**src/hw/rtl/ssr_pkg.sv**
```systemverilog
// Shared types and constants for the resampling sample store.
`timescale 1ns / 1ps
package ssr_pkg;

  localparam int FRAME_W  = 32;
  localparam int OFFSET_W = 20;
  localparam int CNT_W    = 7;
  localparam int RATE_W   = 19;
  localparam int IDX_W    = 17;
  localparam int KIND_W   = 2;

  // Q19.16 ratio of two 19-bit rates, and the widths that follow from it
  localparam int FRAC_W    = 16;
  localparam int RATIO_W   = RATE_W + FRAC_W;
  localparam int PROD_W    = RATIO_W + OFFSET_W;
  localparam int BASE_W    = PROD_W - FRAC_W;
  localparam int SRC_W     = BASE_W + 1;
  localparam int ACC_W     = RATIO_W + CNT_W;
  localparam int MUL_SPLIT = 18;
  localparam int PP_W      = MUL_SPLIT + OFFSET_W;
  localparam int DIV_CNT_W = 6;

  localparam int IN_TDATA_W  = 80;
  localparam int IN_TUSER_W  = 1;
  localparam int OUT_TDATA_W = 56;
  localparam int OUT_TUSER_W = 3;

  localparam logic [RATE_W-1:0]  RATE_RESET  = 19'd44100;
  localparam logic [RATIO_W-1:0] UNITY_RATIO = RATIO_W'(1) << FRAC_W;

  localparam logic [KIND_W-1:0] KIND_APPEND = 2'd0;
  localparam logic [KIND_W-1:0] KIND_FRAME  = 2'd1;
  localparam logic [KIND_W-1:0] KIND_EMPTY  = 2'd2;

  localparam logic CMD_APPEND = 1'b0;
  localparam logic CMD_READ   = 1'b1;

  localparam int QUEUE_DEPTH = 2;
  localparam int QPTR_W      = 1;

  typedef struct packed {
    logic                is_read;
    logic [FRAME_W-1:0]  frame;
    logic [RATIO_W-1:0]  ratio;
    logic [BASE_W-1:0]   base;
    logic [CNT_W-1:0]    count;
  } job_t;

endpackage

```
**src/hw/rtl/ssr_queue.sv**
```systemverilog
// Short job queue between the front end and the memory side.
`timescale 1ns / 1ps
module ssr_queue (
  input  logic          clk,
  input  logic          rst,
  input  logic          push_valid,
  output logic          push_ready,
  input  ssr_pkg::job_t push_job,
  output logic          pop_valid,
  input  logic          pop_ready,
  output ssr_pkg::job_t pop_job
);
  import ssr_pkg::*;

  job_t              entries [QUEUE_DEPTH];
  logic [QPTR_W-1:0] wr_ptr;
  logic [QPTR_W-1:0] rd_ptr;
  logic [QPTR_W:0]   used;
  logic              do_push;
  logic              do_pop;

  assign push_ready = (used != (QPTR_W + 1)'(QUEUE_DEPTH));
  assign pop_valid  = (used != '0);
  assign pop_job    = entries[rd_ptr];
  assign do_push    = push_valid && push_ready;
  assign do_pop     = pop_valid && pop_ready;

  always_ff @(posedge clk) begin
    if (rst) begin
      wr_ptr <= '0;
      rd_ptr <= '0;
      used   <= '0;
    end else begin
      if (do_push) begin
        wr_ptr <= wr_ptr + QPTR_W'(1);
      end
      if (do_pop) begin
        rd_ptr <= rd_ptr + QPTR_W'(1);
      end
      if (do_push && !do_pop) begin
        used <= used + (QPTR_W + 1)'(1);
      end else if (do_pop && !do_push) begin
        used <= used - (QPTR_W + 1)'(1);
      end
    end
  end

  always_ff @(posedge clk) begin
    if (do_push) begin
      entries[wr_ptr] <= push_job;
    end
  end

endmodule

```
**config.mk**
```make
export PLATFORM = sky130hd
export DESIGN_NAME = ssr_queue
export DESIGN_NICKNAME = d
export VERILOG_FILES = /design/src/hw/rtl/ssr_pkg.sv /design/src/hw/rtl/ssr_queue.sv
export SDC_FILE = /design/constraint.sdc
export NUM_CORES = 1
export LEC_CHECK = 0
export ABC_AREA = 1
export BUFFER_PORTS_ARGS = -buffer_cell sky130_fd_sc_hd__clkbuf_2
export CORE_ASPECT_RATIO = 0.6
export CORE_MARGIN = 2
export CORE_UTILIZATION = 24
export DETAILED_ROUTE_END_ITERATION = 8
export MAX_ROUTING_LAYER = met4
export PLACE_DENSITY = 0.48
export SLEW_MARGIN = 25
export SYNTH_ARGS = -nofsm -noshare
export SYNTH_HDL_FRONTEND = slang
export SYNTH_SLANG_ARGS = --single-unit
```
**constraint.sdc**
```tcl
create_clock -name clk -period 7.1 [get_ports clk]
set_clock_uncertainty 0.15 [all_clocks]
set_input_delay 1.775 -clock clk [delete_from_list [all_inputs] [get_ports clk]]
set_output_delay 1.775 -clock clk [all_outputs]
set_load 0.1 [all_outputs]
```
==> impl_metrics.xml <==
<?xml version="1.0" encoding="UTF-8"?>
<metrics>
  <group name="worst_setup_path">
    <metric name="critPathCaptureType" unit="">output port</metric>
    <metric name="worst-endpoint-arrival" unit="ns">2.76</metric>
    <metric name="critical_path_peak_fanout" unit="">60</metric>
    <metric name="slowest_stage" unit="">sky130_fd_sc_hd__dfxtp_4</metric>
    <metric name="worst-setup-path-type" unit="">flop to output port</metric>
    <metric name="worst_ep_required" unit="ns">5.18</metric>
    <metric name="cpPeakStageDelay" unit="ns">0.92</metric>
    <metric name="crit_path_cell_trace" unit="">buf_12, mux2_2, clkbuf_2</metric>
    <metric name="crit_path_launch_type" unit="">flop</metric>
  </group>
  <group name="finish">
    <metric name="multi_input_area" unit="sq um">1633</metric>
    <metric name="share_of_layout_cells_above_drive_strength_1" unit="%">59.09</metric>
    <metric name="nets" unit="">764</metric>
    <metric name="post_layout_nonfiller_instances" unit="">1127</metric>
    <metric name="register_area" unit="sq um">6950</metric>
    <metric name="final_core_utilization" unit="%">31.71</metric>
    <metric name="insertedDiodeCount" unit="">0</metric>
    <metric name="flow.area_growth_from_synthesis" unit="%">28.86</metric>
    <metric name="n_fill_cell" unit="">3515</metric>
  </group>
  <group name="clock_tree">
    <metric name="hold_buffers" unit="">0</metric>
    <metric name="clkLatencyLatePin" unit="ns">0.52</metric>
    <metric name="cts-resized-gates" unit="">0</metric>
    <metric name="clock_tree.htree_level_count" unit="">1</metric>
    <metric name="cts_buffer_depth" unit="">3</metric>
    <metric name="post-cts-setup-buffers" unit="">0</metric>
    <metric name="cts_buffers" unit="">24</metric>
    <metric name="cts_tree" unit="">yes</metric>
    <metric name="cts_num_sinks" unit="">233</metric>
    <metric name="clock_tree.root_cell" unit="">sky130_fd_sc_hd__clkbuf_16</metric>
    <metric name="clkSlewWorstSetupHoldPaths" unit="ns">0.06</metric>
  </group>
  <group name="synthesis">
    <metric name="synthMostInstantiatedCell" unit="">sky130_fd_sc_hd__edfxtp_1</metric>
    <metric name="async_flop_share" unit="%">0</metric>
    <metric name="synth_cells" unit="">392</metric>
    <metric name="synthesis.area_per_instance" unit="sq um">22.23</metric>
    <metric name="yosys-top-cells-count" unit="">sky130_fd_sc_hd__edfxtp_1, sky130_fd_sc_hd__mux2_4, sky130_fd_sc_hd__mux2_2</metric>
    <metric name="synth-main-ff-cell" unit="">sky130_fd_sc_hd__edfxtp_1</metric>
    <metric name="distinct_cell_type_count_after_synthesis" unit="">15</metric>
    <metric name="netlist_top_cells_area" unit="">sky130_fd_sc_hd__edfxtp_1, sky130_fd_sc_hd__mux2_4, sky130_fd_sc_hd__mux2_2</metric>
    <metric name="number_of_enable_flip_flop_cells_after_synthesis" unit="">228</metric>
    <metric name="synth.ff_latch_count" unit="">233</metric>
    <metric name="yosys_warnings" unit="">0</metric>
    <metric name="portion_of_the_post_synthesis_area_used_by_sequential_elements" unit="%">79.72</metric>
    <metric name="post-synth-top-area-cell" unit="">sky130_fd_sc_hd__edfxtp_1</metric>
    <metric name="syn_nets" unit="">511</metric>
    <metric name="synth_top_area_share" unit="%">78.58</metric>
    <metric name="netlist_area" unit="sq um">8713</metric>
  </group>
  <group name="floorplan">
    <metric name="die_wd" unit="um">250.0</metric>
    <metric name="placementRows" unit="">53</metric>
    <metric name="initial_core_util" unit="%">24.61</metric>
    <metric name="die_y" unit="um">151.6</metric>
    <metric name="design.die.area" unit="sq um">37900</metric>
    <metric name="floorplan_core_area" unit="sq um">35410</metric>
    <metric name="pin_count" unit="">234</metric>
  </group>
  <group name="drt">
    <metric name="avgRoutedWirePerCell" unit="um">16.42</metric>
    <metric name="detailedRoute.firstPassIterationCount" unit="">4</metric>
    <metric name="ant_nets" unit="">0</metric>
    <metric name="route.detailed.drc" unit="">0</metric>
    <metric name="detailedRoute.firstIterationViolations" unit="">144</metric>
    <metric name="dr_total_vias" unit="">4326</metric>
    <metric name="route.detailed.vias_per_inst" unit="">3.839</metric>
    <metric name="postRouteWirelength" unit="um">18500</metric>
  </group>
  <group name="timing">
    <metric name="setup_viol_count_final" unit="">0</metric>
    <metric name="finalCritPeriodShare" unit="%">65.92</metric>
    <metric name="slew_viol_final" unit="">0</metric>
    <metric name="timing.slew.headroom" unit="%">37.55</metric>
    <metric name="tns" unit="ns">0</metric>
    <metric name="final_hold_vio_count" unit="">0</metric>
    <metric name="max_slew.worst_pin.slew" unit="ns">0.9368</metric>
    <metric name="min_period" unit="ns">4.681</metric>
    <metric name="grt_setup_unrepaired" unit="">no</metric>
    <metric name="fmax" unit="MHz">213.6</metric>
  </group>
  <group name="run_status">
    <metric name="status" unit="">finished clean</metric>
  </group>
  <group name="power_and_ir_drop">
    <metric name="clock_power_share" unit="%">24.5</metric>
    <metric name="p_switching" unit="uW">2355</metric>
    <metric name="intPower" unit="uW">2939</metric>
    <metric name="irDropWorstVdd" unit="mV">0.2909</metric>
    <metric name="total_power" unit="uW">5294</metric>
    <metric name="share_comb_of_total_power" unit="%">41.1</metric>
    <metric name="p_leak" unit="uW">0.004289</metric>
    <metric name="power.sequential.fraction" unit="%">34.4</metric>
    <metric name="netSwitchingFraction" unit="%">44.48</metric>
    <metric name="power_per_cell_area" unit="nW/um^2">471.5</metric>
  </group>
  <group name="global_route">
    <metric name="antenna_found_initial" unit="">0</metric>
    <metric name="grt_util_all_layers" unit="%">9.770</metric>
    <metric name="via_count_of_the_first_global_routing_pass" unit="">4479</metric>
    <metric name="grt_pass1_wl" unit="um">27160</metric>
    <metric name="global_route.overflow_total" unit="">0</metric>
    <metric name="maximum_number_of_pins_on_one_net_before_global_route_repair" unit="">61</metric>
  </group>
  <group name="placed_design">
    <metric name="io_buffers" unit="">233</metric>
    <metric name="finalWeightedCongestion" unit="">0.7015</metric>
    <metric name="numPlacedInstances" unit="">1086</metric>
    <metric name="dp_wirelength" unit="um">12240</metric>
  </group>
  <group name="worst_hold_path">
    <metric name="min-delay-path-class" unit="">flop to flop</metric>
  </group>
  <group name="run">
    <metric name="maxCapViolations" unit="">0</metric>
  </group>
</metrics>
==> routing by layer <==
| metal | part of all wire [%] | up-vias | global-route usage, % |
|---|---|---|---|
| li1 | - | 2037 | - |
| met1 | 44 | 2135 | 12.11 |
| met2 | 48 | 115 | 15.58 |
| met3 | 6.0 | 39 | 3.075 |
| met4 | 2.4 | 0 | 2.605 |
| met5 | 0 | - | - |
==> worst paths after layout <==
kind                        startpoint                        to  slack, ns  depth (start not counted)
setup / recovery                  flop               pop_job[98]       2.42                          3
hold reg to reg    rd_ptr$_SDFFE_PP0P_                      flop       0.35                          2
setup reg to reg  used[0]$_SDFFE_PP0P_  entries[0][89]$_DFFE_PP_       5.11                          5
hold / removal     rd_ptr$_SDFFE_PP0P_                      flop       0.35                          2
==> cell usage in the layout, fill, tap and decap left out <==
cell                        instances
sky130_fd_sc_hd__dfxtp_1            4
sky130_fd_sc_hd__a21oi_1            2
sky130_fd_sc_hd__edfxtp_1         228
sky130_fd_sc_hd__clkinv_1           2
sky130_fd_sc_hd__clkbuf_1           6
sky130_fd_sc_hd__mux2_2            54
sky130_fd_sc_hd__bufinv_16          4
sky130_fd_sc_hd__mux2_4            60
sky130_fd_sc_hd__clkinv_2           3
sky130_fd_sc_hd__inv_1              8
sky130_fd_sc_hd__dfxtp_4            1
sky130_fd_sc_hd__clkbuf_16         25
sky130_fd_sc_hd__nand3_1            2
sky130_fd_sc_hd__nand2_1            9
sky130_fd_sc_hd__o21ai_0            2
sky130_fd_sc_hd__clkbuf_2         233
sky130_fd_sc_hd__nor2_4             2
sky130_fd_sc_hd__buf_12             1
sky130_fd_sc_hd__nor2_1             5
sky130_fd_sc_hd__buf_4              6
sky130_fd_sc_hd__clkinv_4           1
sky130_fd_sc_hd__nand4_1            1
sky130_fd_sc_hd__ha_1               1
==> state kept, by name, indices dropped and copies added (netlist names), named ones only <==
signal / flops
entries: 228
rd_ptr: 1
used: 2
wr_ptr: 1
==> layout make-up <==
type / count / area share, %
Tap cell: 467 / 5.204
Inverter: 8 / 0.2674
Clock inverter: 10 / 1.348
Multi-Input combinational cell: 138 / 14.54
Clock buffer: 31 / 5.772
Timing Repair Buffer: 240 / 10.96
Sequential cell: 233 / 61.90
==> worst max-delay path: cells and delay by family (launching register included) <==
family                 cells  cell delay, ns
multiplexers               1            0.39
buffers and inverters      2            0.78
flip-flops                 1            0.92
==> logic make-up (layout without fill, tap and decap cells) <==
kind of cell | Yosys count | in the layout | synth area share (%)
multiplexers | 114 | 114 | 17.32
AND/OR/NAND/NOR | 19 | 19 | 0.8760
buffers and inverters | 21 | 289 | 1.709
adder cells (fa/ha/maj) | 1 | 1 | 0.1436
AO/OA/AOI/OAI | 4 | 4 | 0.2298
flip-flops | 233 | 233 | 79.72
==> metrics by stage <==
stage | setup slack [ns] | hold slack, ns | cell area, sq um
after floorplan | -0.3050 | 0.3145 | 8713
after global placement | 2.914 | 0.3326 | 10430
after detailed placement | 2.882 | 0.3351 | 10430
after CTS | 2.291 | 0.3515 | 11230
after global routing | 2.241 | 0.3931 | 11230
final | 2.419 | 0.3528 | 11230
==> power groups by stage <==
stage	logic, uW	registers [uW]	clock network (uW)
CTS	2200	1830	1360
global placement	2190	1850	0
global route	2250	1840	1410
finish	2170	1820	1300
floorplan	1930	1830	0
detailed placement	2190	1860	0
No activity file was read; power rests on OpenSTA's default activity.
