<file path="src/hw/rtl/ssr_pkg.sv">
// Shared types and constants for the resampling sample store.
`timescale 1ns / 1ps
package ssr_pkg;

  localparam int FRAME_W  = 32;
  localparam int OFFSET_W = 20;
  localparam int CNT_W    = 7;
  localparam int RATE_W   = 19;
  localparam int IDX_W    = 17;
  localparam int KIND_W   = 2;

  // Q19.16 ratio of two 19-bit rates, and the widths that follow from it
  localparam int FRAC_W    = 16;
  localparam int RATIO_W   = RATE_W + FRAC_W;
  localparam int PROD_W    = RATIO_W + OFFSET_W;
  localparam int BASE_W    = PROD_W - FRAC_W;
  localparam int SRC_W     = BASE_W + 1;
  localparam int ACC_W     = RATIO_W + CNT_W;
  localparam int MUL_SPLIT = 18;
  localparam int PP_W      = MUL_SPLIT + OFFSET_W;
  localparam int DIV_CNT_W = 6;

  localparam int IN_TDATA_W  = 80;
  localparam int IN_TUSER_W  = 1;
  localparam int OUT_TDATA_W = 56;
  localparam int OUT_TUSER_W = 3;

  localparam logic [RATE_W-1:0]  RATE_RESET  = 19'd44100;
  localparam logic [RATIO_W-1:0] UNITY_RATIO = RATIO_W'(1) << FRAC_W;

  localparam logic [KIND_W-1:0] KIND_APPEND = 2'd0;
  localparam logic [KIND_W-1:0] KIND_FRAME  = 2'd1;
  localparam logic [KIND_W-1:0] KIND_EMPTY  = 2'd2;

  localparam logic CMD_APPEND = 1'b0;
  localparam logic CMD_READ   = 1'b1;

  localparam int QUEUE_DEPTH = 2;
  localparam int QPTR_W      = 1;

  typedef struct packed {
    logic                is_read;
    logic [FRAME_W-1:0]  frame;
    logic [RATIO_W-1:0]  ratio;
    logic [BASE_W-1:0]   base;
    logic [CNT_W-1:0]    count;
  } job_t;

endpackage

</file>
<file path="src/hw/rtl/ssr_front.sv">
// Front end: accepts words, forms the Q19.16 ratio and scaled offset, queues jobs.
`timescale 1ns / 1ps
module ssr_front #(
  parameter int MAX_READ = 64
) (
  input  logic                                clk,
  input  logic                                rst,
  input  logic                                cfg_we,
  input  logic [ssr_pkg::RATE_W-1:0]          cfg_data,
  input  logic                                s_tvalid,
  output logic                                s_tready,
  input  logic [ssr_pkg::IN_TDATA_W-1:0]      s_tdata,
  input  logic [ssr_pkg::IN_TUSER_W-1:0]      s_tuser,
  output logic                                push_valid,
  input  logic                                push_ready,
  output ssr_pkg::job_t                       push_job
);
  import ssr_pkg::*;

  localparam logic [2:0] F_IDLE   = 3'd0;
  localparam logic [2:0] F_DIV    = 3'd1;
  localparam logic [2:0] F_MUL_LO = 3'd2;
  localparam logic [2:0] F_MUL_HI = 3'd3;
  localparam logic [2:0] F_SUM    = 3'd4;
  localparam logic [2:0] F_PUSH   = 3'd5;

  logic [2:0]           state;
  logic [RATE_W-1:0]    source_rate;
  job_t                 job;
  logic [OFFSET_W-1:0]  offset;
  logic [RATE_W-1:0]    divisor;
  logic [RATE_W-1:0]    rem;
  logic [RATIO_W-1:0]   quo;
  logic [DIV_CNT_W-1:0] div_cnt;
  logic [PP_W-1:0]      pp;
  logic [PP_W-1:0]      plo;
  logic [PROD_W-1:0]    prod;

  logic                 accept;
  logic [FRAME_W-1:0]   in_frame;
  logic [OFFSET_W-1:0]  in_offset;
  logic [CNT_W-1:0]     in_count;
  logic [CNT_W-1:0]     sat_count;
  logic [RATE_W-1:0]    in_target;
  logic                 unity;
  logic [RATE_W:0]      rem_sh;
  logic                 ge;

  assign in_frame  = s_tdata[FRAME_W-1:0];
  assign in_offset = s_tdata[FRAME_W +: OFFSET_W];
  assign in_count  = s_tdata[FRAME_W+OFFSET_W +: CNT_W];
  assign in_target = s_tdata[FRAME_W+OFFSET_W+CNT_W +: RATE_W];
  assign sat_count = (in_count > CNT_W'(MAX_READ)) ? CNT_W'(MAX_READ) : in_count;
  assign unity     = (in_target == '0) || (in_target == source_rate);

  assign s_tready   = (state == F_IDLE);
  assign accept     = s_tvalid && s_tready;
  assign push_valid = (state == F_PUSH);
  assign push_job   = job;

  // restoring divide, one quotient bit a cycle
  assign rem_sh = {rem, quo[RATIO_W-1]};
  assign ge     = (rem_sh >= {1'b0, divisor});
  assign prod   = PROD_W'(plo) + (PROD_W'(pp) << MUL_SPLIT);

  always_ff @(posedge clk) begin
    if (rst) begin
      state       <= F_IDLE;
      source_rate <= RATE_RESET;
    end else begin
      if (cfg_we && (cfg_data != '0)) begin
        source_rate <= cfg_data;
      end
      case (state)
        F_IDLE: begin
          if (accept) begin
            if (s_tuser[0] == CMD_APPEND || unity) begin
              state <= F_PUSH;
            end else begin
              state <= F_DIV;
            end
          end
        end
        F_DIV: begin
          if (div_cnt == '0) begin
            state <= F_MUL_LO;
          end
        end
        F_MUL_LO: state <= F_MUL_HI;
        F_MUL_HI: state <= F_SUM;
        F_SUM:    state <= F_PUSH;
        F_PUSH: begin
          if (push_ready) begin
            state <= F_IDLE;
          end
        end
        default: state <= F_IDLE;
      endcase
    end
  end

  always_ff @(posedge clk) begin
    case (state)
      F_IDLE: begin
        if (accept) begin
          job.is_read <= (s_tuser[0] == CMD_READ);
          job.frame   <= in_frame;
          job.ratio   <= UNITY_RATIO;
          job.base    <= BASE_W'(in_offset);
          job.count   <= sat_count;
          offset      <= in_offset;
          divisor     <= in_target;
          rem         <= '0;
          quo         <= {source_rate, FRAC_W'(0)};
          div_cnt     <= DIV_CNT_W'(RATIO_W - 1);
        end
      end
      F_DIV: begin
        rem     <= ge ? RATE_W'(rem_sh - {1'b0, divisor}) : rem_sh[RATE_W-1:0];
        quo     <= {quo[RATIO_W-2:0], ge};
        div_cnt <= div_cnt - DIV_CNT_W'(1);
      end
      F_MUL_LO: begin
        job.ratio <= quo;
        pp        <= PP_W'(quo[MUL_SPLIT-1:0] * offset);
      end
      F_MUL_HI: begin
        plo <= pp;
        pp  <= PP_W'(job.ratio[RATIO_W-1:MUL_SPLIT] * offset);
      end
      F_SUM: begin
        job.base <= prod[PROD_W-1:FRAC_W];
      end
      default: begin
      end
    endcase
  end

endmodule

</file>
<file path="config.mk">
export PLATFORM = sky130hd
export DESIGN_NAME = ssr_front
export DESIGN_NICKNAME = d
export VERILOG_FILES = /design/src/hw/rtl/ssr_pkg.sv /design/src/hw/rtl/ssr_front.sv
export SDC_FILE = /design/constraint.sdc
export NUM_CORES = 2
export LEC_CHECK = 0
export BUFFER_PORTS_ARGS = -buffer_cell sky130_fd_sc_hd__buf_2
export CAP_MARGIN = 20
export CORE_MARGIN = 2
export CORE_UTILIZATION = 30
export DETAILED_ROUTE_END_ITERATION = 7
export PLACE_DENSITY_LB_ADDON = 0.2
export SLEW_MARGIN = 15
export SYNTH_ARGS = -nofsm -noshare
export SYNTH_HDL_FRONTEND = slang
export SYNTH_SLANG_ARGS = --single-unit
</file>
<file path="constraint.sdc">
create_clock -name clk -period 5.8 [get_ports clk]
set_input_delay 0.58 -clock clk [delete_from_list [all_inputs] [get_ports clk]]
set_output_delay 0.58 -clock clk [all_outputs]
set_load 0.02 [all_outputs]
</file>
==> summary.txt <==
Synth
  – Primary FF master, synth: edfxtp_1
  – Number of synthesized flops with an enable pin: 273
  – YS warnings: 0
  – Mapped Nets: 4648
  – Proportion of synthesized area in mux cells: 0.756%
  – Largest cells by area after synthesis: fa_1, edfxtp_1, ha_1
  – Synth Area in Adders: 40.3%
  – Yosys reg bits: 295
  – XOR/XNOR share of the synthesized area: 3.19%
  – Synth top area share: 31.2%
  – Syn_area_per_cell: 9.66 µm²
  – Cells after synthesis: 3720
  – Post-synth ARST share: 0%
  – Largest family of logic cells by synthesized area: adder cells
  – Complex-gate fraction of the synthesized area: 6.30%
  – Simple-Gate Fraction of Synth Area: 16.1%
  – Synthesized area: 35900 µm²
  – Leading area contributor after synthesis: fa_1
  – Post-synthesis cell type count: 78
  – Register area share after synthesis: 24.0%

Finish
  – Layout cells sized above 1: 21.2%
  – Fillers: 12000
  – Fin cells: 5876
  – Final core utilization: 37.7%
  – Antenna diodes: 0
  – Final layout net count: 5174
  – Area Overhead vs Synth: 24.4%

Critical path
  – CP startpoint: push_job[70]$_DFFE_PP_
  – CP peak stage delay: 0.53 ns
  – Worst r2r src: push_job[70]$_DFFE_PP_
  – Crit path max-delay cell type: fa_1
  – Worst reg-to-reg setup slack: -0.57 ns
  – End of the critical path: pp[30]$_DFFE_PP_
  – CP dominant cell by count: fa_1
  – Reg2reg path depth: 26
  – Startpoint Class: register
  – Worst Path Max Fanout: 5
  – Worst Setup End Kind: register
  – WP data required: 6.12 ns
  – CP arrival: 6.69 ns
  – WS Path Type: reg -> reg
  – RR Endpoint: pp[30]$_DFFE_PP_

Clocking
  – H-tree depth: 2
  – CTS Buffer Depth: 3
  – Clock sinks: 295
  – Clock transition at the registers of the reported paths: 0.06 ns
  – Root Driver: clkbuf_16
  – CTS buffer count: 40
  – Worst-Skew Late Latency: 0.61 ns
  – TritonCTS clock tree: done
  – CTS Hold Bufs: 0

Drt
  – Via density: 4.56
  – Met1 WL: 45000 µm
  – Routed WL per cell: 17.8 µm
  – DRC viols: 0
  – DR WL met3: 4500 µm
  – Routed length on met2: 52500 µm
  – Router iterations before antenna repair: 5
  – DR vias: 26800
  – Final WL: 105000 µm
  – Highest Signal Layer: met4
  – Initial drt markers: 1412
  – Antenna Nets Post-Route: 0

Timing
  – Slew headroom: 37.0%
  – Highest Clock Rate: 157 MHz
  – Setup-failing EPs final: 23
  – Fin Hold WS: 0.135 ns
  – Final Hold Vio Count: 0
  – Worst setup margin: -0.569 ns
  – Final worst-path cycle share: 110%
  – Final Slew Violations: 0
  – Final setup skew: 0.0325 ns
  – RSZ-0062 raised after global routing: true
  – Final min period: 6.37 ns
  – Worst-Margin Slew: 0.944 ns

Run status
  – Failing checks: negative setup slack
  – Status: complete, but fails checks

Place
  – Detailed placement HPWL: 85300 µm
  – Input/output buffers: 218
  – Placed insts: 5757
  – Final Wtd Congestion: 0.856

Min path
  – Hold WC Path Type: in -> reg
  – Critical hold path startpoint: s_tdata[12]

Global route
  – Initial antenna violation count: 1
  – Largest net degree at the start of global routing: 58
  – Vias in the first global route: 28700
  – Grt ovf: 0
  – All-Layer GR Usage: 17.5%
  – First-pass GRT wire length: 166000 µm

Floorplan
  – Row count: 126
  – CORE AREA: 118000 µm²
  – Initial Utilization: 30.3%
  – Die X-Extent: 350 µm
  – DIE AREA: 123000 µm²
  – DIE HEIGHT: 350 µm
  – Top Ports: 221

Run
  – Max Cap Violations: 0
[sequential cells by signal, summed over array words and instances, names as in the netlist]
name,count
offset,20
state,3
quo,35
div_cnt,6
push_job,114
pp,38
divisor,19
rem,19
plo,22
source_rate,19
[worst max-delay path: cells and delay by family (launching register included)]
| kind | cells | cell delay, ns |
|---|---|---|
| AOI/OAI and AO/OA | 4 | 0.86 |
| buffers and inverters | 9 | 0.87 |
| and+or+nand+nor | 5 | 0.61 |
| adders and majority gates | 7 | 3.19 |
| DFF | 1 | 0.44 |
| xor gates and xnor gates | 1 | 0.08 |
[placed cells by master, fill, tap and decap left out, types with 10 or more instances in the layout]
cell	instances
nand2_1	588
inv_1	672
ha_4	21
fa_2	14
o21ai_1	40
o21ai_0	33
o21a_1	14
clkbuf_16	43
buf_2	218
ha_1	238
edfxtp_1	273
a21oi_2	15
and2_1	309
nor3_1	22
and3_1	27
o21ai_2	10
buf_6	36
and2_4	19
xnor2_1	73
fa_1	545
a211oi_1	10
nand3_1	21
nor2_1	113
inv_2	26
nor4_1	11
buf_12	47
a21o_1	39
a21oi_1	81
dfxtp_1	22
nor2b_1	20
mux2i_1	26
xor2_1	49
buf_4	361
nand4_1	21
[cells in the mapped netlist (all sizes together), types with 12 or more instances]
cell type / number
nand3: 21
xor2: 51
xnor2: 80
mux2i: 26
o21a: 14
and3: 29
nor4: 12
nor2: 119
edfxtp: 273
ha: 264
a21o: 39
dfxtp: 22
a211oi: 18
a31oi: 13
nor3: 22
buf: 12
o21ai: 85
fa: 559
nand2: 595
and2: 328
nor2b: 23
a21oi: 102
inv: 699
nand4: 21
clkbuf: 171
[worst min-delay path by stage]
stage | depth (start not counted) | endpoint | slack, ns
2_1_floorplan | 0 | plo[37]$_DFFE_PP_ | 0.40
3_3_place_gp | 0 | plo[37]$_DFFE_PP_ | 0.41
3_5_place_dp | 0 | plo[37]$_DFFE_PP_ | 0.41
4_1_cts | 1 | push_job[93]$_DFFE_PP_ | 0.09
5_1_grt | 1 | push_job[90]$_DFFE_PP_ | 0.10
6_report | 1 | push_job[93]$_DFFE_PP_ | 0.14
[layout make-up]
cell class | count | area [µm²] | share of cell area, %
Clock buffer | 47 | 1030 | 2.30
Clock inverter | 25 | 293 | 0.655
Inverter | 700 | 2630 | 5.89
Multi-Input combinational cell | 2542 | 24800 | 55.6
Sequential cell | 295 | 8640 | 19.3
Tap cell | 1600 | 2000 | 4.48
Timing Repair Buffer | 667 | 5250 | 11.8
[cell families after synthesis]
| logic type | count (synthesis) |
|---|---|
| AND/OR/NAND/NOR | 1211 |
| buffers and inverters | 883 |
| adder cells (fa/ha/maj) | 823 |
| AO/OA/AOI/OAI | 350 |
| flip-flops | 295 |
| XOR/XNOR | 131 |
| multiplexers | 27 |
[per-stage QoR]
step / setup WS (ns) / area (µm²) / TNS [ns]
2_1_floorplan: -0.233 / 36100 / -0.934
3_3_place_gp: -0.672 / 42000 / -8.17
3_5_place_dp: -0.710 / 42000 / -9.04
4_1_cts: -0.542 / 43800 / -6.93
5_1_grt: -0.769 / 44700 / -12.54
6_report: -0.569 / 44700 / -7.87
[layer usage]
| layer | track usage (%) | up-vias |
|---|---|---|
| li1 | - | 12600 |
| met1 | 22.5 | 13600 |
| met2 | 31.1 | 523 |
| met3 | 1.95 | 92 |
| met4 | 4.49 | 0 |
| met5 | 0 | - |
[timing repair]
| item | in CTS | in global routing |
|---|---|---|
| gates cloned | 0 | 3 |
| pin swaps | 24 | 74 |
| buffers inserted | 18 | 37 |
| gates resized for setup | 82 | 142 |
| endpoints found under the setup margin | 24 | 25 |
Power is not shown: default switching activity piles up to over one toggle a cycle in this logic, so the estimate is an artifact.
